===== src/design/i2cms_pkg.sv =====
// Shared types and constants for the I2C master bit sequencer.
package i2cms_pkg;

  // Command codes carried in the func field
  localparam logic [1:0] FUNC_TICK     = 2'd0;
  localparam logic [1:0] FUNC_BEGIN_RD = 2'd1;
  localparam logic [1:0] FUNC_BEGIN_WR = 2'd2;
  localparam logic [1:0] FUNC_SUPPLY   = 2'd3;

  // Completion status codes
  localparam logic [1:0] ST_OK        = 2'd0;
  localparam logic [1:0] ST_ADDR_NACK = 2'd1;
  localparam logic [1:0] ST_DATA_NACK = 2'd2;

  // Configuration port geometry and register map
  localparam int unsigned PADDR_W = 3;
  localparam int unsigned PDATA_W = 32;
  localparam logic        REG_HALF_PERIOD = 1'b0;
  localparam logic [7:0]  HALF_PERIOD_RST = 8'd2;

  // Bus sequencer phases
  typedef enum logic [3:0] {
    PH_IDLE          = 4'd0,
    PH_START_HIGH    = 4'd1,
    PH_START_LOW     = 4'd2,
    PH_SLOT_LOW      = 4'd3,
    PH_SLOT_SET      = 4'd4,
    PH_SLOT_HIGH     = 4'd5,
    PH_WAIT          = 4'd6,
    PH_STOP_SCL_LOW  = 4'd7,
    PH_STOP_SDA_LOW  = 4'd8,
    PH_STOP_SCL_HIGH = 4'd9,
    PH_STOP_SDA_HIGH = 4'd10
  } phase_e;

  // Input beat
  typedef struct packed {
    logic [1:0] func;
    logic [7:0] address_byte;
    logic [7:0] byte_count;
    logic [7:0] write_byte;
    logic       sda_sample;
  } cmd_t;

  // Result beat
  typedef struct packed {
    logic       scl_level;
    logic       sda_level;
    logic [7:0] read_byte;
    logic       read_valid;
    logic       need_write_byte;
    logic       done_res;
    logic [1:0] status;
    logic [7:0] bytes_done;
    logic       busy_res;
  } res_t;

  // Sequencer state
  typedef struct packed {
    phase_e     phase;
    logic [8:0] tick_cnt;
    logic [3:0] bit_idx;
    logic [7:0] byte_idx;
    logic [7:0] total_bytes;
    logic [7:0] shreg;
    logic       ack_seen;
    logic       is_read;
    logic       scl_drive;
    logic       sda_drive;
    logic       in_addr;
  } seq_state_t;

endpackage


===== src/design/i2cms_apb_regs.sv =====
// APB configuration register: half bit period in ticks.
module i2cms_apb_regs (
  input  logic                                clk_i,
  input  logic                                rst_ni,
  input  logic                                psel,
  input  logic                                penable,
  input  logic                                pwrite,
  input  logic [i2cms_pkg::PADDR_W-1:0]       paddr,
  input  logic [i2cms_pkg::PDATA_W-1:0]       pwdata,
  output logic [i2cms_pkg::PDATA_W-1:0]       prdata,
  output logic                                pready,
  output logic [7:0]                          half_period_o
);

  logic [7:0] half_period_q;
  logic       reg_sel;
  logic       wr_en;

  // word index; byte offset bits are ignored
  assign reg_sel = paddr[2];
  assign wr_en   = psel && penable && pwrite && (reg_sel == i2cms_pkg::REG_HALF_PERIOD);
  assign pready  = 1'b1;

  always_ff @(posedge clk_i or negedge rst_ni) begin
    if (!rst_ni) begin
      half_period_q <= i2cms_pkg::HALF_PERIOD_RST;
    end else if (wr_en) begin
      half_period_q <= pwdata[7:0];
    end
  end

  // read mux
  always_comb begin
    prdata = '0;
    if (reg_sel == i2cms_pkg::REG_HALF_PERIOD) begin
      prdata = {{(i2cms_pkg::PDATA_W-8){1'b0}}, half_period_q};
    end
  end

  assign half_period_o = half_period_q;

endmodule


===== config.mk =====
export PLATFORM = sky130hd
export DESIGN_NAME = i2cms_apb_regs
export DESIGN_NICKNAME = d
export VERILOG_FILES = /design/src/design/i2cms_pkg.sv /design/src/design/i2cms_apb_regs.sv
export SDC_FILE = /design/constraint.sdc
export NUM_CORES = 1
export LEC_CHECK = 0
export BUFFER_PORTS_ARGS = -buffer_cell sky130_fd_sc_hd__buf_2
export CORE_ASPECT_RATIO = 1.1
export CORE_UTILIZATION = 30
export CTS_CLUSTER_DIAMETER = 30
export DETAILED_ROUTE_END_ITERATION = 16
export PLACE_DENSITY_LB_ADDON = 0.12
export SKIP_CTS_REPAIR_TIMING = 1
export SYNTH_ARGS = -nofsm -noshare
export SYNTH_HDL_FRONTEND = slang
export SYNTH_SLANG_ARGS = --single-unit

===== constraint.sdc =====
create_clock -name clk_i -period 0.83 [get_ports clk_i]
set_input_delay 0.083 -clock clk_i [delete_from_list [all_inputs] [get_ports clk_i]]
set_output_delay 0.083 -clock clk_i [all_outputs]
set_load 0.01 [all_outputs]

==> summary.md, run 1 <==
| Metric | Value |
|---|---|
| # setup viols final | 19 |
| Post-synthesis sequential area ratio | between 30% and 40% |
| PD cells | between 1500 and 2000 nW/um^2 |
| Multi-input combinational cell area | roughly 290 sq um |
| Slew Viols, Final | 0 |
| Clock tree from TritonCTS | done |
| Synthesized area | ~580 sq um |
| Drt first pass iters | 12 |
| Largest register FFs | 8 |
| CTS clock-pin slew for the worst setup and hold paths | 0.06 ns |
| Die ar. | 2120 sq um |
| Clk root buf | clkbuf_4 |
| CP max FO | 3 |
| Final WS setup | -0.258 ns |
| Initial antenna violation count | 0 |
| Synth Register Bits | 8 |
| Non-filler cells, final | about 110 |
| Sequential Power Share | about a third |
| Setup Skew | 0 ns |
| Startpoint types | flip-flop |
| Failing checks | DRC, setup timing |
| Reg2reg start | half_period_o[5] |
| Tmin final | around 1.1 ns |
| F_max | around 0.92 GHz |
| Routed len/inst | roughly 10 um |
| Pre-CTS setup slack | -0.0840 ns |
| Worst-skew pair later-pin latency | around 0.24 ns |
| Gate power share | between 40% and 50% |
| DR DRC count | 1 |
| Layout Nets | between 100 and 150 |
| Vias in the first global route | roughly 300 |
| Clock network power share | 20.9% |
| Clock Sinks | 8 |
| Cells after DPL | between 90 and 100 |
| Max cap viols | 0 |
| Switching power | ~460 uW |
| # port buffers | 29 |
| Synth warn | 0 |
| Cts bufs inserted | 3 |
| Setup crit start | half_period_o[1] |
| Initial DRC Count | 10 |
| Worst r2r path cells | 2 |
| Critical path class | flip-flop to output pin |
| Top cells by area, synth | buf_4, dfrtp_1, mux2_2 |
| Sw frac | 30.0% |
| Area leader, netlist | buf_4 |
| Setup slack, reg-to-reg | -0.05 ns |
| Htree depth | 1 |
| Share of cells above drive strength 1 | between 60% and 70% |
| CORE AREA | approximately 1800 sq um |
| Register area | 201 sq um |
| Crit. End Element | output pin |
| RSZ-0062 raised after global routing | true |
| Leak | about 0.00047 uW |
| Area grow syn2layout | 39.7% |
| Largest net degree at the start of global routing | 9 |
| Post-synthesis cell count | 52 |
| Total number of vias | approximately 410 |
| Worst EP required | roughly 0.75 ns |
| Antenna Nets Post-Route | 0 |
| HP Start | pwdata[2] |
| Via-to-Cell Ratio | 3.90 |
| Hold Crit Class | input port to flip-flop |
| Worst hold margin | around 0.055 ns |
| Synth unique cells | 7 |
| Total power | 1540 uW |
| Post-synth top area share | about a third |
| Grt ovf | 0 |
| Fill cells | about 180 |
| Die Y | approximately 48 um |
| Reg2reg end | half_period_o[5] |
| Final critical-path share of the clock period | 131% |
| Outcome | finished, violations left |
| GRT Total Usage | under 10% |
| Placer Congestion | ~0.55 |
| Fin. Hold Viols | 0 |
| Max clock buf depth | 2 |
| Syn_area_per_cell | ~11 sq um |
| Worst EP arrival | about 1.0 ns |
| Initial Util | between 30 and 40% |
| N_diodes | 0 |
| Setup crit end | prdata[1] |
| Hpwl dp | between 700 and 800 um |
| Floorplan row count | 16 |
| Total Wirelength | roughly 1100 um |
| Worst vdd ir | ~1000 uV |
| First-pass GRT wire length | ~1400 um |
| Pint | 1080 uW |
| Width of the chip | approximately 44 um |
| I/O pin cnt | a little over 80 |
## stage by stage
step | utilization, % | TNS (ns) | area, sq um
2_1_floorplan | - | 0 | 667
3_3_place_gp | 36.3 | -0.503 | 654
3_5_place_dp | 36.3 | -0.611 | 654
4_1_cts | 37.8 | -2.32 | 681
5_1_grt | 45.0 | -3.24 | 811
6_report | 45.0 | -2.46 | 811
## placed cells by master (no fill, tap or decap)
cell / Yosys / layout
conb_1: 2 / 25
buf_2: 0 / 17
buf_6: 0 / 15
and2b_2: 8 / 8
dfrtp_1: 7 / 7
mux2_2: 8 / 5
mux2_4: 0 / 3
clkbuf_4: 0 / 3
nand4b_4: 1 / 1
clkbuf_1: 0 / 1
dfstp_2: 1 / 1
dlygate4sd3_1: 0 / 1
buf_4: 25 / 1
## logic make-up after synthesis
logic type / share of synthesized area [%]
buffers and inverters: 32.3
and+or+nand+nor: 16.2
muxes: 15.5
DFF: 34.7
other: 1.29
## worst min-delay path by stage
stage                             endpoint  depth (start not counted)
final                     half_period_o[2]                          2
after CTS                 half_period_o[2]                          1
after floorplan           half_period_o[0]                          0
after global placement    half_period_o[5]                          1
after global routing      half_period_o[7]                          2
after detailed placement  half_period_o[2]                          1
## cell usage after synthesis
cell and number:
nand4b_4 1, buf_4 25, mux2_2 8, dfrtp_1 7, conb_1 2, and2b_2 8
dfstp_2 1
## per-layer routing
layer | routed length (um) | GRT usage, % | up-vias
met5 | 0 | 0 | -
met3 | 107 | 3.70 | 2
met1 | 417 | 11.6 | 188
met2 | 533 | 14.3 | 34
li1 | - | - | 189
met4 | 4 | 7.27 | 0
## power by group through the flow
stage	clock network [uW]	logic [uW]	registers, uW
2_1_floorplan	0	300	584
3_3_place_gp	0	446	541
3_5_place_dp	0	450	543
4_1_cts	341	452	538
5_1_grt	368	733	555
6_report	322	675	542
## worst max-delay path: stages (launching register included)
cell	delay, ns
dfstp_2	0.53
and2b_2	0.14
buf_6	0.09
## final cells by class
class / count / share of cell area, %
Sequential cell: 8 / 24.8
Timing Repair Buffer: 34 / 33.5
Clock buffer: 4 / 3.24
Tap cell: 18 / 2.78
Multi-Input combinational cell: 42 / 35.6
Power figures use the tool's default switching activity.
==> run 2: changes to the inputs <==
--- a/config.mk
+++ b/config.mk
@@ -5,8 +5,9 @@
 export SDC_FILE = /design/constraint.sdc
 export NUM_CORES = 1
 export LEC_CHECK = 0
+export ABC_AREA = 1
 export BUFFER_PORTS_ARGS = -buffer_cell sky130_fd_sc_hd__buf_2
-export CORE_ASPECT_RATIO = 1.1
+export CORE_ASPECT_RATIO = 1.2
 export CORE_UTILIZATION = 30
 export CTS_CLUSTER_DIAMETER = 30
 export DETAILED_ROUTE_END_ITERATION = 16
==> summary.md, run 2 <==
| Metric | Value |
|---|---|
| Hold endpoint | half_period_o[1] |
| Fin util | 40.0% (-5.0 points) |
| I/O pin cnt | 81 (unchanged) |
| Htree depth | 1 (unchanged) |
| Hold Crit Class | input port to flip-flop |
| Worst hold margin | 0.0463 ns (-0.00875 ns) |
| Commonest non-fill, non-tap cells in the layout | buf_2, conb_1, nand2_1 |
| # setup viols final | 16 (-3) |
| Grt ovf | 0 (unchanged) |
| Post-synthesis sequential area ratio | 33.0% (-1.7 points) |
| Outcome | finished, violations left |
| Clk root buf | clkbuf_4 |
| EDFF count, synth | 0 (unchanged) |
| Worst path cell trace | inv_2 > nor2_2 > buf_2 |
| Total number of vias | 501 (+21%) |
| Setup Skew | 0 ns (unchanged) |
| CTS clock-pin slew for the worst setup and hold paths | 0.05 ns (about the same) |
| Post-synthesis mux area share | 0% (-16 points) |
| Share of cells above drive strength 1 | 36.8% (-25 points) |
| Top cells by area, synth | buf_4, dfrtp_1, nand2_1 |
| Die Y | 51.4 um (+6.8%) |
| Crit. End Element | output pin |
| Initial Util | 32.6% (+0.40 points) |
| Placer Congestion | 0.643 (+17%) |
| Register area | 201 sq um (unchanged) |
| Area leader, netlist | buf_4 |
| Largest family of logic cells by synthesized area | buffers and inverters |
| Post-Synth Simple-Gate Area | 27.0% (+11 points) |
| Failing checks | setup timing |
| Vias in the first global route | 394 (+30%) |
| Setup slack, reg-to-reg | 0.03 ns (+0.08 ns) |
| Worst vdd ir | 903 uV (-9.8%) |
| Largest stage delay, worst path | 0.53 ns (about the same) |
| Floorplan row count | 17 (+1) |
| Ys flop type | dfrtp_1 |
| Slowest stage cell, crit path | dfstp_2 |
| # port buffers | 29 (unchanged) |
| Area grow syn2layout | 22.7% |
| Crit path buf inv count | 2 (+1) |
| Initial DRC Count | 8 (-2) |
| HP Start | pwdata[1] |
| First-pass GRT wire length | 1790 um (+27%) |
| Antenna Nets Post-Route | 0 (unchanged) |
| Synth Register Bits | 8 (unchanged) |
| Worst r2r path cells | 3 (+1) |
| Adder-Cell Fraction of Synth Area | 0% (unchanged) |
| Tmin final | 1.09 ns (+0.00556 ns) |
| PD cells | 1760 nW/um^2 (-7.3%) |
| Clock Sinks | 8 (unchanged) |
| Initial antenna violation count | 0 (unchanged) |
| Max clock buf depth | 2 (unchanged) |
| Non-filler cells, final | 136 (+28%) |
| GRT Total Usage | 10.7% (+0.99 points) |
| Final WS setup | -0.264 ns (-0.00556 ns) |
| Cells after DPL | 127 (+30%) |
| Cts bufs inserted | 3 (unchanged) |
| Post-synthesis cell count | 81 (+56%) |
| Multi-input combinational cell area | 262 sq um (-9.5%) |
| Startpoint types | flip-flop |
| F_max | 0.914 GHz (-0.51%) |
| Most numerous cell in the Yosys netlist | buf_4 |
| Synthesized area | 611 sq um (+5.2%) |
| Total Wirelength | 1120 um (+5.6%) |
| DR DRC count | 0 (-1) |
| Synth unique cells | 12 (+5) |
| Hold Path Stages | 3 (+1) |
| Met3 Track Usage GR | 2.12% (-1.6 points) |
| Post-route cell area | 749 sq um (-7.6%) |
| N_diodes | 0 (unchanged) |
| Worst-skew pair later-pin latency | 0.25 ns (about the same) |
| CP max FO | 2 (-1) |
| Met2 usage in global routing | 15.4% (+1.1 points) |
| Synth warn | 0 (unchanged) |
| Via-to-Cell Ratio | 3.68 (-5.5%) |
| Routed len/inst | 8.25 um (-18%) |
| Syn_area_per_cell | 7.54 sq um (-32%) |
| Max cap viols | 0 (unchanged) |
| Top Usage Layer GRT | met2 |
| Slew Viols, Final | 0 (unchanged) |
| Die ar. | 2220 sq um (+5.0%) |
| Layout Nets | 158 (+22%) |
| Final setup TNS | -1.54 ns (+0.918 ns) |
| Drt first pass iters | 3 (-9) |
| Worst EP arrival | 1.01 ns (about the same) |
| Hpwl dp | 834 um (+19%) |
| Fill cells | 212 (+16%) |
| Leak | 0.000499 uW (+7.0%) |
| Final critical-path share of the clock period | 132% (+0.67 points) |
| Reg2reg end | half_period_o[1] |
| Clock tree from TritonCTS | done |
| Critical path class | flip-flop to output pin |
| Fin. Hold Viols | 0 (unchanged) |
| Post-synthesis xor/xnor area fraction | 0% (unchanged) |
| Commonest cells in the netlist | buf_4, nand2_1, inv_1 |
| Compound-Gate Fraction of Synth Area | 0% (unchanged) |
| Placed cell area | 674 sq um (+3.1%) |
| Post-synth top area share | 30.7% (-1.6 points) |
| Async SR Flop Fraction | 100% (unchanged) |
| Largest net degree at the start of global routing | 10 (+1) |
| Width of the chip | 43.2 um (-1.7%) |
| Most common cell after layout, fill and taps aside | buf_2 |
| Routing usage on met1 | 14.6% (+3.0 points) |
| CORE AREA | 1870 sq um (+3.9%) |
| Worst EP required | 0.75 ns (about the same) |
| Largest register FFs | 8 (unchanged) |
| Delay-heaviest family, CP | flip-flops |
| Reg2reg start | half_period_o[1] |
| RSZ-0062 raised after global routing | true |
-- run 2: changes by cell type after synthesis, sizes merged --
cell / previous run / this run
nor2: 0 / 9
nand4b: 1 / 0
nand2: 0 / 18
buf: 25 / 26
inv: 0 / 10
nand3: 0 / 8
and2b: 8 / 0
mux2: 8 / 0
-- run 2: worst max path at each step --
stage                     startpoint         to  slack [ns]  cells past startpoint
floorplan           half_period_o[1]  prdata[1]       0.004                      2
global placement    half_period_o[1]  prdata[1]      -0.005                      3
detailed placement  half_period_o[1]  prdata[1]       -0.01                      3
CTS                 half_period_o[1]  prdata[1]       -0.29                      3
global route        half_period_o[1]  prdata[1]       -0.31                      3
finish              half_period_o[1]  prdata[1]       -0.26                      3
-- run 2: tightest hold or removal path, delay by kind of cell --
family | cells | cell delay [ns]
simple gates | 2 | 0.11
buf+inv | 1 | 0.10
-- run 2: logic make-up (layout without fill, tap and decap cells) --
logic type	count (synthesis)	count (layout)
other	2	25
and+or+nand+nor	35	35
buffers and inverters	36	49
DFF	8	8
-- run 2: power by group --
part	switching (uW)	leakage (uW)	internal [uW]
logic	270	0.000385	213
registers	51.2	0.0000985	471
clock network	129	0.0000150	184
-- run 2: metal layers --
| layer | vias up | part of all wire [%] |
|---|---|---|
| li1 | 260 | - |
| met1 | 212 | 44 |
| met2 | 27 | 49 |
| met3 | 2 | 6.2 |
| met4 | 0 | 0.45 |
| met5 | - | 0 |
-- run 2: stage by stage --
step                worst slack, ns  power [uW]
floorplan                   0.00439         857
global placement           -0.00470         936
detailed placement          -0.0131         941
CTS                          -0.287        1260
global route                 -0.312        1430
finish                       -0.264        1320
-- run 2: area by class of cell --
class,instances,area share [%]
multi-input combinational,60,34.9
sequential,8,26.9
timing repair buffer,35,26.5
inverter,10,5.01
clock buffer,4,3.51
tap,19,3.17
==> run 3: changes to the inputs <==
--- a/config.mk
+++ b/config.mk
@@ -7,6 +7,7 @@
 export LEC_CHECK = 0
 export ABC_AREA = 1
 export BUFFER_PORTS_ARGS = -buffer_cell sky130_fd_sc_hd__buf_2
+export CAP_MARGIN = 25
 export CORE_ASPECT_RATIO = 1.2
 export CORE_UTILIZATION = 30
 export CTS_CLUSTER_DIAMETER = 30
==> constraint.sdc (replaced) <==
create_clock -name clk_i -period 1.2 [get_ports clk_i]
set_input_delay 0.12 -clock clk_i [delete_from_list [all_inputs] [get_ports clk_i]]
set_output_delay 0.12 -clock clk_i [all_outputs]
set_load 0.01 [all_outputs]
==> summary.md, run 3 (synthesis gave the netlist of run 2 again) <==
| Metric | Value |
|---|---|
| Critical path class | flip-flop to output pin |
| CORE AREA | 1870 sq um (unchanged) |
| N_diodes | 0 (unchanged) |
| Clock network power share | 25.2% (+1.5 points) |
| Sequential Power Share | 41.6% (+2.0 points) |
| Commonest non-fill, non-tap cells in the layout | buf_2, conb_1, nand2_1 |
| Initial Util | 32.6% (unchanged) |
| Largest net degree at the start of global routing | 10 (unchanged) |
| Worst EP arrival | 1.02 ns (about the same) |
| Die ar. | 2220 sq um (unchanged) |
| CTS clock-pin slew for the worst setup and hold paths | 0.05 ns (about the same) |
| Fin. Hold Viols | 0 (unchanged) |
| PD cells | 1230 nW/um^2 (-30%) |
| Startpoint types | flip-flop |
| Area grow syn2layout | 16.4% |
| Grt ovf | 0 (unchanged) |
| Total number of vias | 480 (-4.2%) |
| Initial DRC Count | 11 (+3) |
| Worst EP required | 1.08 ns (+0.33 ns) |
| Slew Viols, Final | 0 (unchanged) |
| Width of the chip | 43.2 um (unchanged) |
| Antenna Nets Post-Route | 0 (unchanged) |
| Via-to-Cell Ratio | 3.64 (-1.3%) |
| F_max | approximately 0.88 GHz |
| Max clock buf depth | 2 (unchanged) |
| RSZ-0062 raised after global routing | false |
| Share of cells above drive strength 1 | 32.7% (-4.0 points) |
| CP max FO | 3 (+1) |
| Final WS setup | 0.0636 ns (+0.327 ns) |
| Drt first pass iters | 3 (unchanged) |
| Die Y | 51.4 um (unchanged) |
| Largest stage delay, worst path | 0.53 ns (about the same) |
| Total Wirelength | 1100 um (-2.4%) |
| Hpwl dp | 834 um (about the same) |
| Hold Crit Class | input port to flip-flop |
| Clock tree from TritonCTS | done |
| Leak | 0.000479 uW (-4.0%) |
| Final setup TNS | 0 ns (+1.54 ns) |
| Crit path buf inv count | 2 (unchanged) |
| Tmin final | 1.14 ns |
| Outcome | completed |
| # port buffers | 29 (unchanged) |
| First-pass GRT wire length | 1700 um (-5.0%) |
| Final critical-path share of the clock period | 94.7% |
| Gate power share | 33.2% (-3.5 points) |
| Non-filler cells, final | 132 (-2.9%) |
| GRT Total Usage | 10.2% (-0.52 points) |
| Sw frac | 35.0% (+0.76 points) |
| Fin util | 38.0% (-2.1 points) |
| Pre-CTS setup slack | 0.322 ns (+0.335 ns) |
| Delay-heaviest family, CP | flip-flops |
| I/O pin cnt | 81 (unchanged) |
| Crit. End Element | output pin |
| Largest register FFs | 8 (unchanged) |
| Clock Sinks | 8 (unchanged) |
| DR DRC count | 0 (unchanged) |
| Routed len/inst | 8.30 um (+0.55%) |
| # setup viols final | 0 (-16) |
| Cts bufs inserted | 3 (unchanged) |
| Switching power | 304 uW (-32%) |
| Floorplan row count | 17 (unchanged) |
| Clk root buf | clkbuf_4 |
| Vias in the first global route | 408 (+3.6%) |
| Worst path cell trace | inv_1 > nor2_1 > buf_2 |
| Worst vdd ir | 749 uV (-17%) |
| Slowest stage cell, crit path | dfstp_2 |
| Max cap viols | 0 (unchanged) |
| Most common cell after layout, fill and taps aside | buf_2 |
| Cells after DPL | 126 (-0.79%) |
| Initial antenna violation count | 0 (unchanged) |
| Worst-skew pair later-pin latency | 0.24 ns (about the same) |
| Setup Skew | 0 ns (unchanged) |
| Layout Nets | 154 (-2.5%) |
| Pint | 567 uW (-35%) |
| Placer Congestion | 0.643 (about the same) |
| Htree depth | 1 (unchanged) |
[run 3: cell count changes in the layout (fill, tap and decap cells not counted), sizes merged]
cell / delta
buf: -4
[run 3: worst register-to-register path, cell delays in order, from the launching register on]
cell and delay, ns:
dfstp_2 0.53, buf_4 0.10, nand2_1 0.04, nand2_1 0.05
[run 3: through the flow]
step	hold WS [ns]	cell area, sq um	power [uW]
3_5_place_dp	-0.0226	667	648
4_1_cts	-0.298	693	873
5_1_grt	0.106	711	947
2_1_floorplan	-0.176	697	592
6_report	0.0879	711	871
3_3_place_gp	-0.0243	667	644
[run 3: layout make-up]
| type | count | area (sq um) |
|---|---|---|
| Fill cell | 218 | 1160 |
| Multi-Input combinational cell | 60 | 259 |
| Sequential cell | 8 | 201 |
| Timing Repair Buffer | 31 | 163 |
| Inverter | 10 | 37.5 |
| Clock buffer | 4 | 26.3 |
| Tap cell | 19 | 23.8 |
[run 3: path summary, 6_finish.rpt]
kind,start,end,slack (ns),depth (start not counted)
min in group asynchronous,rst_ni,half_period_o[5],0.23,2
min,pwdata[1],half_period_o[1],0.09,3
min reg2reg,half_period_o[0],half_period_o[0],0.49,2
max in group asynchronous,rst_ni,half_period_o[1],0.72,2
max reg2reg,half_period_o[1],half_period_o[1],0.42,3
max,half_period_o[1],prdata[1],0.06,3
[run 3: per-layer routing]
metal	global-route usage [%]	routed length, um	up-vias
met5	0	0	-
met4	4.55	8	0
met3	2.12	73	2
met2	16.7	520	25
met1	12.6	492	201
li1	-	-	252
[run 3: power groups by stage]
stage               sequential, uW  clock (uW)  combinational (uW)
floorplan                      389           0                 203
finish                         362         220                 289
CTS                            364         228                 281
detailed placement             367           0                 281
global placement               366           0                 279
global route                   371         244                 332
