<file path="src/design/i2cms_pkg.sv">
// Shared types and constants for the I2C master bit sequencer.
package i2cms_pkg;

  // Command codes carried in the func field
  localparam logic [1:0] FUNC_TICK     = 2'd0;
  localparam logic [1:0] FUNC_BEGIN_RD = 2'd1;
  localparam logic [1:0] FUNC_BEGIN_WR = 2'd2;
  localparam logic [1:0] FUNC_SUPPLY   = 2'd3;

  // Completion status codes
  localparam logic [1:0] ST_OK        = 2'd0;
  localparam logic [1:0] ST_ADDR_NACK = 2'd1;
  localparam logic [1:0] ST_DATA_NACK = 2'd2;

  // Configuration port geometry and register map
  localparam int unsigned PADDR_W = 3;
  localparam int unsigned PDATA_W = 32;
  localparam logic        REG_HALF_PERIOD = 1'b0;
  localparam logic [7:0]  HALF_PERIOD_RST = 8'd2;

  // Bus sequencer phases
  typedef enum logic [3:0] {
    PH_IDLE          = 4'd0,
    PH_START_HIGH    = 4'd1,
    PH_START_LOW     = 4'd2,
    PH_SLOT_LOW      = 4'd3,
    PH_SLOT_SET      = 4'd4,
    PH_SLOT_HIGH     = 4'd5,
    PH_WAIT          = 4'd6,
    PH_STOP_SCL_LOW  = 4'd7,
    PH_STOP_SDA_LOW  = 4'd8,
    PH_STOP_SCL_HIGH = 4'd9,
    PH_STOP_SDA_HIGH = 4'd10
  } phase_e;

  // Input beat
  typedef struct packed {
    logic [1:0] func;
    logic [7:0] address_byte;
    logic [7:0] byte_count;
    logic [7:0] write_byte;
    logic       sda_sample;
  } cmd_t;

  // Result beat
  typedef struct packed {
    logic       scl_level;
    logic       sda_level;
    logic [7:0] read_byte;
    logic       read_valid;
    logic       need_write_byte;
    logic       done_res;
    logic [1:0] status;
    logic [7:0] bytes_done;
    logic       busy_res;
  } res_t;

  // Sequencer state
  typedef struct packed {
    phase_e     phase;
    logic [8:0] tick_cnt;
    logic [3:0] bit_idx;
    logic [7:0] byte_idx;
    logic [7:0] total_bytes;
    logic [7:0] shreg;
    logic       ack_seen;
    logic       is_read;
    logic       scl_drive;
    logic       sda_drive;
    logic       in_addr;
  } seq_state_t;

endpackage

</file>
<file path="src/design/i2cms_seq.sv">
// Bus sequencer: state registers and the per-beat next-state/result logic.
module i2cms_seq (
  input  logic            clk_i,
  input  logic            rst_ni,
  input  logic            step_i,
  input  i2cms_pkg::cmd_t cmd_i,
  input  logic [7:0]      half_period_i,
  output i2cms_pkg::res_t res_o
);

  i2cms_pkg::seq_state_t st_q, st_d;

  logic [8:0] half_len;
  logic [8:0] slot_len;
  logic [8:0] cnt_inc;
  logic       rcv;
  logic       rv_valid;
  logic [7:0] rv_byte;
  logic       dn_flag;
  logic [1:0] dn_status;
  logic [7:0] dn_count;

  // zero half period acts as one
  assign half_len = (half_period_i == 8'd0) ? 9'd1 : {1'b0, half_period_i};

  // next step after a byte's ACK slot
  function automatic i2cms_pkg::phase_e next_byte_phase(
    input logic [7:0] byte_idx,
    input logic [7:0] total,
    input logic       is_read
  );
    i2cms_pkg::phase_e ph;
    if (byte_idx >= total) begin
      ph = i2cms_pkg::PH_STOP_SCL_LOW;
    end else if (is_read) begin
      ph = i2cms_pkg::PH_SLOT_LOW;
    end else begin
      ph = i2cms_pkg::PH_WAIT;
    end
    return ph;
  endfunction

  always_comb begin
    st_d      = st_q;
    rv_valid  = 1'b0;
    rv_byte   = 8'd0;
    dn_flag   = 1'b0;
    dn_status = i2cms_pkg::ST_OK;
    dn_count  = 8'd0;
    slot_len  = half_len;
    cnt_inc   = 9'd0;
    rcv       = st_q.is_read && !st_q.in_addr;

    case (cmd_i.func)
      i2cms_pkg::FUNC_TICK: begin
        if (st_d.phase == i2cms_pkg::PH_IDLE || st_d.phase == i2cms_pkg::PH_WAIT) begin
          // nothing advances
        end else if (st_d.phase > i2cms_pkg::PH_STOP_SDA_HIGH) begin
          st_d.phase = i2cms_pkg::PH_IDLE;
        end else begin
          // line levels set on the first tick of a phase
          if (st_d.tick_cnt == 9'd0) begin
            case (st_d.phase)
              i2cms_pkg::PH_START_HIGH: begin
                st_d.scl_drive = 1'b1;
                st_d.sda_drive = 1'b1;
              end
              i2cms_pkg::PH_START_LOW:     st_d.sda_drive = 1'b0;
              i2cms_pkg::PH_SLOT_LOW:      st_d.scl_drive = 1'b0;
              i2cms_pkg::PH_SLOT_SET: begin
                if (!st_d.bit_idx[3]) begin
                  st_d.sda_drive = rcv ? 1'b1 : st_d.shreg[7];
                end else begin
                  st_d.sda_drive = !rcv;
                end
              end
              i2cms_pkg::PH_SLOT_HIGH:     st_d.scl_drive = 1'b1;
              i2cms_pkg::PH_STOP_SCL_LOW:  st_d.scl_drive = 1'b0;
              i2cms_pkg::PH_STOP_SDA_LOW:  st_d.sda_drive = 1'b0;
              i2cms_pkg::PH_STOP_SCL_HIGH: st_d.scl_drive = 1'b1;
              i2cms_pkg::PH_STOP_SDA_HIGH: st_d.sda_drive = 1'b1;
              default: ;
            endcase
          end

          // SCL-high window: data sample mid-window, ACK seen on any low
          if (st_d.phase == i2cms_pkg::PH_SLOT_HIGH) begin
            slot_len = {half_len[7:0], 1'b0};
            if (!st_d.bit_idx[3]) begin
              if (rcv && st_d.tick_cnt == half_len) begin
                st_d.shreg = {st_d.shreg[6:0], cmd_i.sda_sample};
              end
            end else if (!rcv && !cmd_i.sda_sample) begin
              st_d.ack_seen = 1'b1;
            end
          end

          cnt_inc = st_d.tick_cnt + 9'd1;
          if (cnt_inc < slot_len) begin
            st_d.tick_cnt = cnt_inc;
          end else begin
            st_d.tick_cnt = 9'd0;
            case (st_d.phase)
              i2cms_pkg::PH_START_HIGH:    st_d.phase = i2cms_pkg::PH_START_LOW;
              i2cms_pkg::PH_START_LOW:     st_d.phase = i2cms_pkg::PH_SLOT_LOW;
              i2cms_pkg::PH_SLOT_LOW:      st_d.phase = i2cms_pkg::PH_SLOT_SET;
              i2cms_pkg::PH_SLOT_SET:      st_d.phase = i2cms_pkg::PH_SLOT_HIGH;
              i2cms_pkg::PH_STOP_SCL_LOW:  st_d.phase = i2cms_pkg::PH_STOP_SDA_LOW;
              i2cms_pkg::PH_STOP_SDA_LOW:  st_d.phase = i2cms_pkg::PH_STOP_SCL_HIGH;
              i2cms_pkg::PH_STOP_SCL_HIGH: st_d.phase = i2cms_pkg::PH_STOP_SDA_HIGH;
              i2cms_pkg::PH_SLOT_HIGH: begin
                if (!st_d.bit_idx[3]) begin
                  // end of a data bit
                  if (!rcv) begin
                    st_d.shreg = {st_d.shreg[6:0], 1'b0};
                  end
                  st_d.bit_idx = st_d.bit_idx + 4'd1;
                  if (st_d.bit_idx[3]) begin
                    st_d.ack_seen = 1'b0;
                    if (rcv) begin
                      rv_valid = 1'b1;
                      rv_byte  = st_d.shreg;
                    end
                  end
                  st_d.phase = i2cms_pkg::PH_SLOT_LOW;
                end else if (st_d.in_addr) begin
                  // end of the address ACK slot
                  st_d.in_addr = 1'b0;
                  if (!st_d.ack_seen) begin
                    dn_flag    = 1'b1;
                    dn_status  = i2cms_pkg::ST_ADDR_NACK;
                    st_d.phase = i2cms_pkg::PH_IDLE;
                  end else begin
                    st_d.phase = next_byte_phase(st_d.byte_idx, st_d.total_bytes,
                                                 st_d.is_read);
                    if (st_d.phase == i2cms_pkg::PH_SLOT_LOW) begin
                      st_d.bit_idx = 4'd0;
                    end
                  end
                end else if (st_d.is_read) begin
                  st_d.byte_idx = st_d.byte_idx + 8'd1;
                  st_d.phase = next_byte_phase(st_d.byte_idx, st_d.total_bytes,
                                               st_d.is_read);
                  if (st_d.phase == i2cms_pkg::PH_SLOT_LOW) begin
                    st_d.bit_idx = 4'd0;
                  end
                end else if (!st_d.ack_seen) begin
                  // write byte not acknowledged
                  dn_flag    = 1'b1;
                  dn_status  = i2cms_pkg::ST_DATA_NACK;
                  dn_count   = st_d.byte_idx;
                  st_d.phase = i2cms_pkg::PH_IDLE;
                end else begin
                  st_d.byte_idx = st_d.byte_idx + 8'd1;
                  st_d.phase = next_byte_phase(st_d.byte_idx, st_d.total_bytes,
                                               st_d.is_read);
                end
              end
              default: begin
                // stop complete
                dn_flag    = 1'b1;
                dn_status  = i2cms_pkg::ST_OK;
                dn_count   = st_d.total_bytes;
                st_d.phase = i2cms_pkg::PH_IDLE;
              end
            endcase
          end
        end
      end

      i2cms_pkg::FUNC_SUPPLY: begin
        if (st_d.phase == i2cms_pkg::PH_WAIT) begin
          st_d.shreg    = cmd_i.write_byte;
          st_d.bit_idx  = 4'd0;
          st_d.tick_cnt = 9'd0;
          st_d.phase    = i2cms_pkg::PH_SLOT_LOW;
        end
      end

      default: begin
        // begin read or write, ignored while busy
        if (st_d.phase == i2cms_pkg::PH_IDLE) begin
          st_d.is_read     = (cmd_i.func == i2cms_pkg::FUNC_BEGIN_RD);
          st_d.shreg       = {cmd_i.address_byte[7:1], st_d.is_read};
          st_d.total_bytes = cmd_i.byte_count;
          st_d.byte_idx    = 8'd0;
          st_d.bit_idx     = 4'd0;
          st_d.ack_seen    = 1'b0;
          st_d.in_addr     = 1'b1;
          st_d.tick_cnt    = 9'd0;
          st_d.phase       = i2cms_pkg::PH_START_HIGH;
        end
      end
    endcase
  end

  // state register
  always_ff @(posedge clk_i or negedge rst_ni) begin
    if (!rst_ni) begin
      st_q.phase       <= i2cms_pkg::PH_IDLE;
      st_q.tick_cnt    <= 9'd0;
      st_q.bit_idx     <= 4'd0;
      st_q.byte_idx    <= 8'd0;
      st_q.total_bytes <= 8'd0;
      st_q.shreg       <= 8'd0;
      st_q.ack_seen    <= 1'b0;
      st_q.is_read     <= 1'b0;
      st_q.scl_drive   <= 1'b1;
      st_q.sda_drive   <= 1'b1;
      st_q.in_addr     <= 1'b0;
    end else if (step_i) begin
      st_q <= st_d;
    end
  end

  // result of this beat
  always_comb begin
    res_o.scl_level       = st_d.scl_drive;
    res_o.sda_level       = st_d.sda_drive;
    res_o.read_byte       = rv_byte;
    res_o.read_valid      = rv_valid;
    res_o.need_write_byte = (st_d.phase == i2cms_pkg::PH_WAIT);
    res_o.done_res        = dn_flag;
    res_o.status          = dn_status;
    res_o.bytes_done      = dn_count;
    res_o.busy_res        = (st_d.phase != i2cms_pkg::PH_IDLE);
  end

endmodule

</file>
<file path="config.mk">
export PLATFORM = sky130hd
export DESIGN_NAME = i2cms_seq
export DESIGN_NICKNAME = d
export VERILOG_FILES = /design/src/design/i2cms_pkg.sv /design/src/design/i2cms_seq.sv
export SDC_FILE = /design/constraint.sdc
export NUM_CORES = 1
export LEC_CHECK = 0
export BUFFER_PORTS_ARGS = -buffer_cell sky130_fd_sc_hd__clkbuf_2
export CAP_MARGIN = 20
export CORE_MARGIN = 2
export CORE_UTILIZATION = 53
export CTS_CLUSTER_DIAMETER = 150
export CTS_CLUSTER_SIZE = 16
export DETAILED_ROUTE_END_ITERATION = 12
export PLACE_DENSITY = 0.78
export SLEW_MARGIN = 20
export SYNTH_ARGS = -nofsm -noshare
export SYNTH_HDL_FRONTEND = slang
export SYNTH_SLANG_ARGS = --single-unit
</file>
<file path="constraint.sdc">
create_clock -name clk_i -period 3.3 [get_ports clk_i]
set_input_delay 0.165 -clock clk_i [delete_from_list [all_inputs] [get_ports clk_i]]
set_output_delay 0.165 -clock clk_i [all_outputs]
set_load 0.005 [all_outputs]
</file>
==> results of run 1 <==
[per-layer routing]
metal | share of wire, % | routed length [um] | track usage, % | vias to the layer above
met5 | 0 | 0 | 0 | -
met3 | 6.7 | 840 | 3.74 | 42
met1 | 41 | 5090 | 36.7 | 2071
li1 | - | - | - | 1965
met2 | 50 | 6200 | 48.1 | 219
met4 | 2.8 | 355 | 8.58 | 0
[critical path, delay by kind of cell, from the launching register on]
kind	cells	cell delay, ns
adder cells (fa/ha/maj)	1	0.26
multiplexers	1	0.20
flip-flops	1	0.38
buffers and inverters	2	0.26
AND/OR/NAND/NOR	3	0.70
AO/OA/AOI/OAI	5	1.28
[cell families after synthesis]
group                    count (synthesis)  synth area share, %
AND/OR/NAND/NOR                        151                 19.3
AO/OA/AOI/OAI                          143                 25.4
buffers and inverters                   54                 6.04
flip-flops                              46                 27.9
adder cells (fa/ha/maj)                 31                 9.37
multiplexers                            29                 7.43
XOR/XNOR                                22                 4.65
[power by group through the flow]
stage	sequential, mW	clock [mW]	combinational (mW)
2_1_floorplan	0.734	0	0.480
3_3_place_gp	0.751	0	0.622
3_5_place_dp	0.759	0	0.643
4_1_cts	0.748	0.386	0.671
5_1_grt	0.761	0.416	0.786
6_report	0.749	0.388	0.711
[how the worst max path moves through the flow]
stage	start	to	slack, ns
2_1_floorplan	st_q[43]	st_q[10]	0.008
3_3_place_gp	st_q[33]	res_o[12]	0.02
3_5_place_dp	st_q[34]	res_o[12]	0.002
4_1_cts	st_q[45]	res_o[12]	-0.14
5_1_grt	st_q[45]	res_o[12]	-0.41
6_report	st_q[45]	res_o[12]	-0.28
[area by class of cell]
class	count	area (um^2)	share of cell area [%]
multi-input combinational	377	3090	57.9
sequential	46	1150	21.6
timing repair buffer	116	777	14.6
tap	102	128	2.39
inverter	24	90.1	1.69
clock buffer	5	68.8	1.29
clock inverter	3	26.3	0.493
[repair_timing]
item / 4_1_cts / 5_1_grt
pin swaps: 6 / 24
resized for setup: 24 / 65
endpoints found under the setup margin: 23 / 44
gates cloned: 1 / 1
setup buffers: 6 / 15
[Yosys cell counts, types with 5 or more instances]
library cell / number
a2111oi_0: 5
a211oi_1: 6
a21oi_1: 25
a221o_1: 7
a22o_1: 9
a22oi_1: 16
and3_1: 7
buf_2: 5
buf_4: 9
clkbuf_1: 14
dfrtp_1: 44
ha_1: 31
inv_1: 24
mux2_2: 13
mux2i_1: 15
nand2_1: 29
nand2b_1: 7
nand3_1: 21
nor2_1: 44
nor3_1: 6
nor4_1: 5
o21ai_0: 23
o21ai_1: 9
o31ai_1: 5
xnor2_1: 15
xor2_1: 7
==> metrics.yaml, run 1 <==
status:
  status: "finished, violations left"
  violations: "negative hold slack, negative setup slack"
sta:
  drv_slew: 0
  period_needed_ns: 3.58
  hold_viol_final: 31
  period_share_pct: 109
  finalHoldWorstSlack_ns: -0.0399
  tightest_slew_ns: 0.904
  fmax_mhz: 279
  postLayoutSetupSlackWorst_ns: -0.284
  max_slew_margin_pct: 39.7
  setup_violations: 23
  skew_ns: 0.0112
  grt_setup_unrepaired: "true"
  tns_ns: -1.72
logic_synthesis:
  synthTopCellsByArea: "dfrtp_1, ha_1, nor2_1"
  yosysTopAreaCell: "dfrtp_1"
  syn_nets: 545
  synth-seq-cells: 46
  netlist_area_um2: 4140
  ys_warn_count: 0
  ys.flop_type: "dfrtp_1"
  async_reset_ff_share_pct: 100
  ys_seq_area_share_pct: 27.9
  yosysUniqueCellTypes: 74
  syn_avg_cell_area_um2: 8.70
  synth_edf_count: 0
  post-synth-top-area-fraction_pct: 26.6
  syn_inst: 476
power_and_ir_drop:
  seqPwrFrac_pct: 40.5
  pwr-share-comb_pct: 38.5
  power.total_mw: 1.85
  swShare_pct: 38.4
  ir_drop_mv: 0.279
  power_density_nw_per_um2: 346
  p_leak_nw: 2.36
  p_switching_uw: 710
  internal_power_mw: 1.14
  clockPowerShare_pct: 21.0
placement:
  gp_congestion: 0.917
  dpl_cell_area_um2: 4680
  dp_hpwl_um: 8590
  pre_cts_ws_ns: 0.00212
  dp_cells: 643
  buffer_ports.inserted: 60
detailed_routing:
  wire_per_inst_um: 18.6
  vias_per_cell: 6.38
  firstDrtPassIters: 6
  detail_route.wirelength_um: 12500
  vias: 4297
  ant_nets: 0
  drc: 0
  dr.first_iter.drc_count: 431
final_layout:
  mostFrequentLayoutCells: "clkbuf_2, buf_4, dfrtp_1"
  antennaDiodeCount: 0
  fill_cells: 573
  nNetsFinal: 639
  max_flop_register: "st_q"
  design_area_um2: 5330
  final_util_pct: 69.7
  largest_reg_flops: 46
  largestRegisters: "st_q: 46 flops"
  area_delta_synth_final_pct: 28.8
  drive_gt1_share_pct: 35.0
  instances_no_fill: 673
  final_common_cell: "clkbuf_2"
floorplanning:
  pin_count: 62
  die_h_um: 92.4
  core-area_um2: 7650
  die_area_um2: 8540
  initial_core_util_pct: 54.2
  row_count: 32
  die_w_um: 92.4
cts:
  cts_tree: "yes"
  clock_path_buffers: 2
  clkLatencyLatePin_ns: 0.32
  clk_pin_slew_ns: 0.10
  cts_made_buffers: 5
  cts_max_level: 2
  cts-root-buf: "clkbuf_8"
  clock_sinks: 46
  postCtsHoldBufs: 0
worst_setup_path:
  max_stage_delay_ns: 0.49
  crit_chain: "and4bb_1 > buf_12 > mux2i_2 > ha_1 > a211o_1 > a21oi_4 > nand4bb_4 > a2111oi_2 > o31a_1 > a211oi_2 > nor3b_2 > buf_2"
  cp.required_ns: 3.13
  cp-end-kind: "output pin"
  critPathKind: "flop to output pin"
  crit_slowest_cell: "a2111oi_2"
  r2r_start: "st_q[45]"
  worst_ep_arrival_time_ns: 3.42
  reg2regPathDepth: 15
  reg2reg_slack_ns: -0.07
  r2r_end: "st_q[30]"
  crit_fanout: 8
  critPathLaunchType: "flop"
global_route:
  grt_max_degree: 35
  grt_pass1_vias: 4092
  grt-ovfl-total: 0
  antenna_found_initial: 0
  track_usage_pct: 28.0
  grt_pass1_wl_um: 19500
flow_run:
  drv_cap: 0
min_path:
  min_path_type: "primary input to async pin"
(Power assumes the default switching activity.)
==> inputs of run 2 (changes only) <==
- CORE_UTILIZATION: 53 -> 63
- PLACE_DENSITY: 0.78 -> 0.87
- clock period: 3.3 -> 4.15 ns (I/O delays scaled with it)
==> run 2 against run 1 <==
The flow finishes with violations (negative hold slack). Total power is 22% lower. Final area is 14% lower. Global-route usage is 1.0 points higher. Clock skew is 0.0046 ns lower. Count of clock-buffer cells in the layout is 1 higher. Final cell count is 11% lower. First-iteration DRC count is 16% lower. Largest cell class unchanged.
==> metrics.yaml, run 2 (same netlist as run 1, synthesis figures left out) <==
sta:
  finalHoldWorstSlack_ns: -0.00683  # +0.0331 ns
  period_needed_ns: 3.91
  fmax_mhz: 256
  tightest_slew_ns: 1.07  # +0.166 ns
  grt_setup_unrepaired: "false"
  skew_ns: 0.00652  # -0.00463 ns
  drv_slew: 0  # unchanged
  max_slew_margin_pct: 28.1  # -12 points
  tns_ns: 0  # +1.72 ns
  hold_viol_final: 10  # -68%
  period_share_pct: 94.2
  setup_violations: 0  # -100%
  postLayoutSetupSlackWorst_ns: 0.242  # +0.526 ns
power_and_ir_drop:
  p_leak_nw: 2.02  # -14%
  pwr-share-comb_pct: 34.5  # -4.0 points
  p_switching_uw: 504  # -29%
  power_density_nw_per_um2: 315  # -9.0%
  clockPowerShare_pct: 24.0  # +3.0 points
  internal_power_uw: 946  # -17%
  power.total_mw: 1.45  # -22%
  swShare_pct: 34.8  # -3.7 points
  ir_drop_mv: 0.243  # -13%
  seqPwrFrac_pct: 41.4  # +0.9 points
detailed_routing:
  wire_per_inst_um: 17.6  # -5.1%
  drc: 0  # unchanged
  vias: 3978  # -7.4%
  vias_per_cell: 6.62  # +3.7%
  detail_route.wirelength_um: 10600  # -15%
  ant_nets: 0  # unchanged
  firstDrtPassIters: 6  # unchanged
  dr.first_iter.drc_count: 364  # -16%
floorplanning:
  row_count: 29  # -9.4%
  pin_count: 62  # unchanged
  die_h_um: 85.1  # -7.9%
  initial_core_util_pct: 65.2  # +11 points
  die_area_um2: 7240  # -15%
  die_w_um: 85.1  # -7.9%
  core-area_um2: 6350  # -17%
final_layout:
  drive_gt1_share_pct: 22.3  # -13 points
  mostFrequentLayoutCells: "clkbuf_2, nor2_1, dfrtp_1"
  final_util_pct: 72.4  # +2.7 points
  largestRegisters: "st_q: 46 flops"
  design_area_um2: 4600  # -14%
  max_flop_register: "st_q"
  antennaDiodeCount: 0  # unchanged
  final_common_cell: "clkbuf_2"
  instances_no_fill: 601  # -11%
  nNetsFinal: 593  # -7.2%
  area_delta_synth_final_pct: 11.1
  largest_reg_flops: 46  # unchanged
cts:
  cts_tree: "yes"
  clkLatencyLatePin_ns: 0.30  # -0.02 ns
  postCtsSetupRepairBufs: 0  # -6
  clk_pin_slew_ns: 0.08  # -0.02 ns
  cts_made_buffers: 5  # unchanged
  cts_max_level: 2  # unchanged
  clock_path_buffers: 2  # unchanged
  cts-root-buf: "clkbuf_8"
  clock_sinks: 46  # unchanged
status:
  violations: "negative hold slack"
  status: "finished, violations left"
global_route:
  grt_use_met1_pct: 40.6  # +3.9 points
  track_usage_pct: 29.0  # +1.0 points
  top_usage_layer: "met2"
  antenna_found_initial: 0  # unchanged
  grt-ovfl-total: 0  # unchanged
  grt.met3_usage_pct: 3.50  # -0.24 points
  met2_usage_pct: 47.9  # -0.25 points
  grt_max_degree: 47  # +34%
  grt_pass1_wl_um: 17100  # -12%
  grt_pass1_vias: 3591  # -12%
worst_setup_path:
  crit_fanout: 11  # +3
  r2r_start: "st_q[43]"
  cp-end-kind: "output pin"
  critPathLaunchType: "flop"
  r2r_end: "st_q[25]"
  critPathLaunch: "st_q[43]"
  cp.required_ns: 3.94  # +0.81 ns
  critPathKind: "flop to output pin"
  worst_ep_arrival_time_ns: 3.70  # +0.28 ns
  reg2regPathDepth: 10  # -5
  reg2reg_slack_ns: 0.51  # +0.58 ns
placement:
  dp_hpwl_um: 8010  # -6.7%
  dp_cells: 594  # -7.6%
  buffer_ports.inserted: 60  # unchanged
  gp_congestion: 0.930  # +1.5%
  pre_cts_ws_ns: 0.466  # +0.463 ns
  dpl_cell_area_um2: 4460  # -4.8%
flow_run:
  drv_cap: 0  # unchanged
min_path:
  min_path_type: "primary input to async pin"
-- run 2: cell types whose count changed in the layout (fill, tap and decap cells not counted), sizes merged --
cell	delta
buf	-50
clkbuf	+6
inv	-3
bufinv	+1
nand3	-1
-- run 2: worst max path at each step --
stage / to / cells after the start
6_report: res_o[12] / 11
2_1_floorplan: res_o[12] / 14
5_1_grt: res_o[12] / 13
4_1_cts: res_o[12] / 13
3_5_place_dp: res_o[12] / 13
3_3_place_gp: st_q[28] / 12
-- run 2: layout make-up --
type                    instances  area, um^2
multi-input cells             376        2760
fillers                       515        1750
flip-flops and latches         46        1160
repair buffers                 71         383
well taps                      77        96.3
inverters                      24        90.1
clock buffers                   6        82.6
clock inverters                 1        30.0
-- run 2: worst max-delay path, cell delays in order (launching register included) --
cell and delay, ns:
dfrtp_1 0.38, and4bb_1 0.61, mux2i_1 0.31, ha_1 0.28
a211o_1 0.30, a21oi_4 0.19, nand4bb_4 0.18, a21o_2 0.33
and3_1 0.19, a211oi_1 0.27, nor3b_1 0.21, clkbuf_2 0.14
-- run 2: timing repair --
action | in CTS | in global routing
hold buffers | 0 | 0
resized for setup | 0 | 9
setup endpoints to repair | 0 | 2
endpoints found under the hold margin | 0 | 0
-- run 2: routing by layer --
layer  part of all wire [%]  vias up
met5                      0        -
met4                    1.8        0
met3                    6.4       21
met2                     49      170
met1                     43     1911
li1                       -     1876
-- run 2: power by group through the flow --
stage / registers, mW / clock network (mW) / logic, mW
CTS: 0.598 / 0.348 / 0.497
floorplan: 0.584 / 0 / 0.382
global placement: 0.600 / 0 / 0.472
detailed placement: 0.607 / 0 / 0.497
global route: 0.608 / 0.365 / 0.557
finish: 0.601 / 0.348 / 0.501
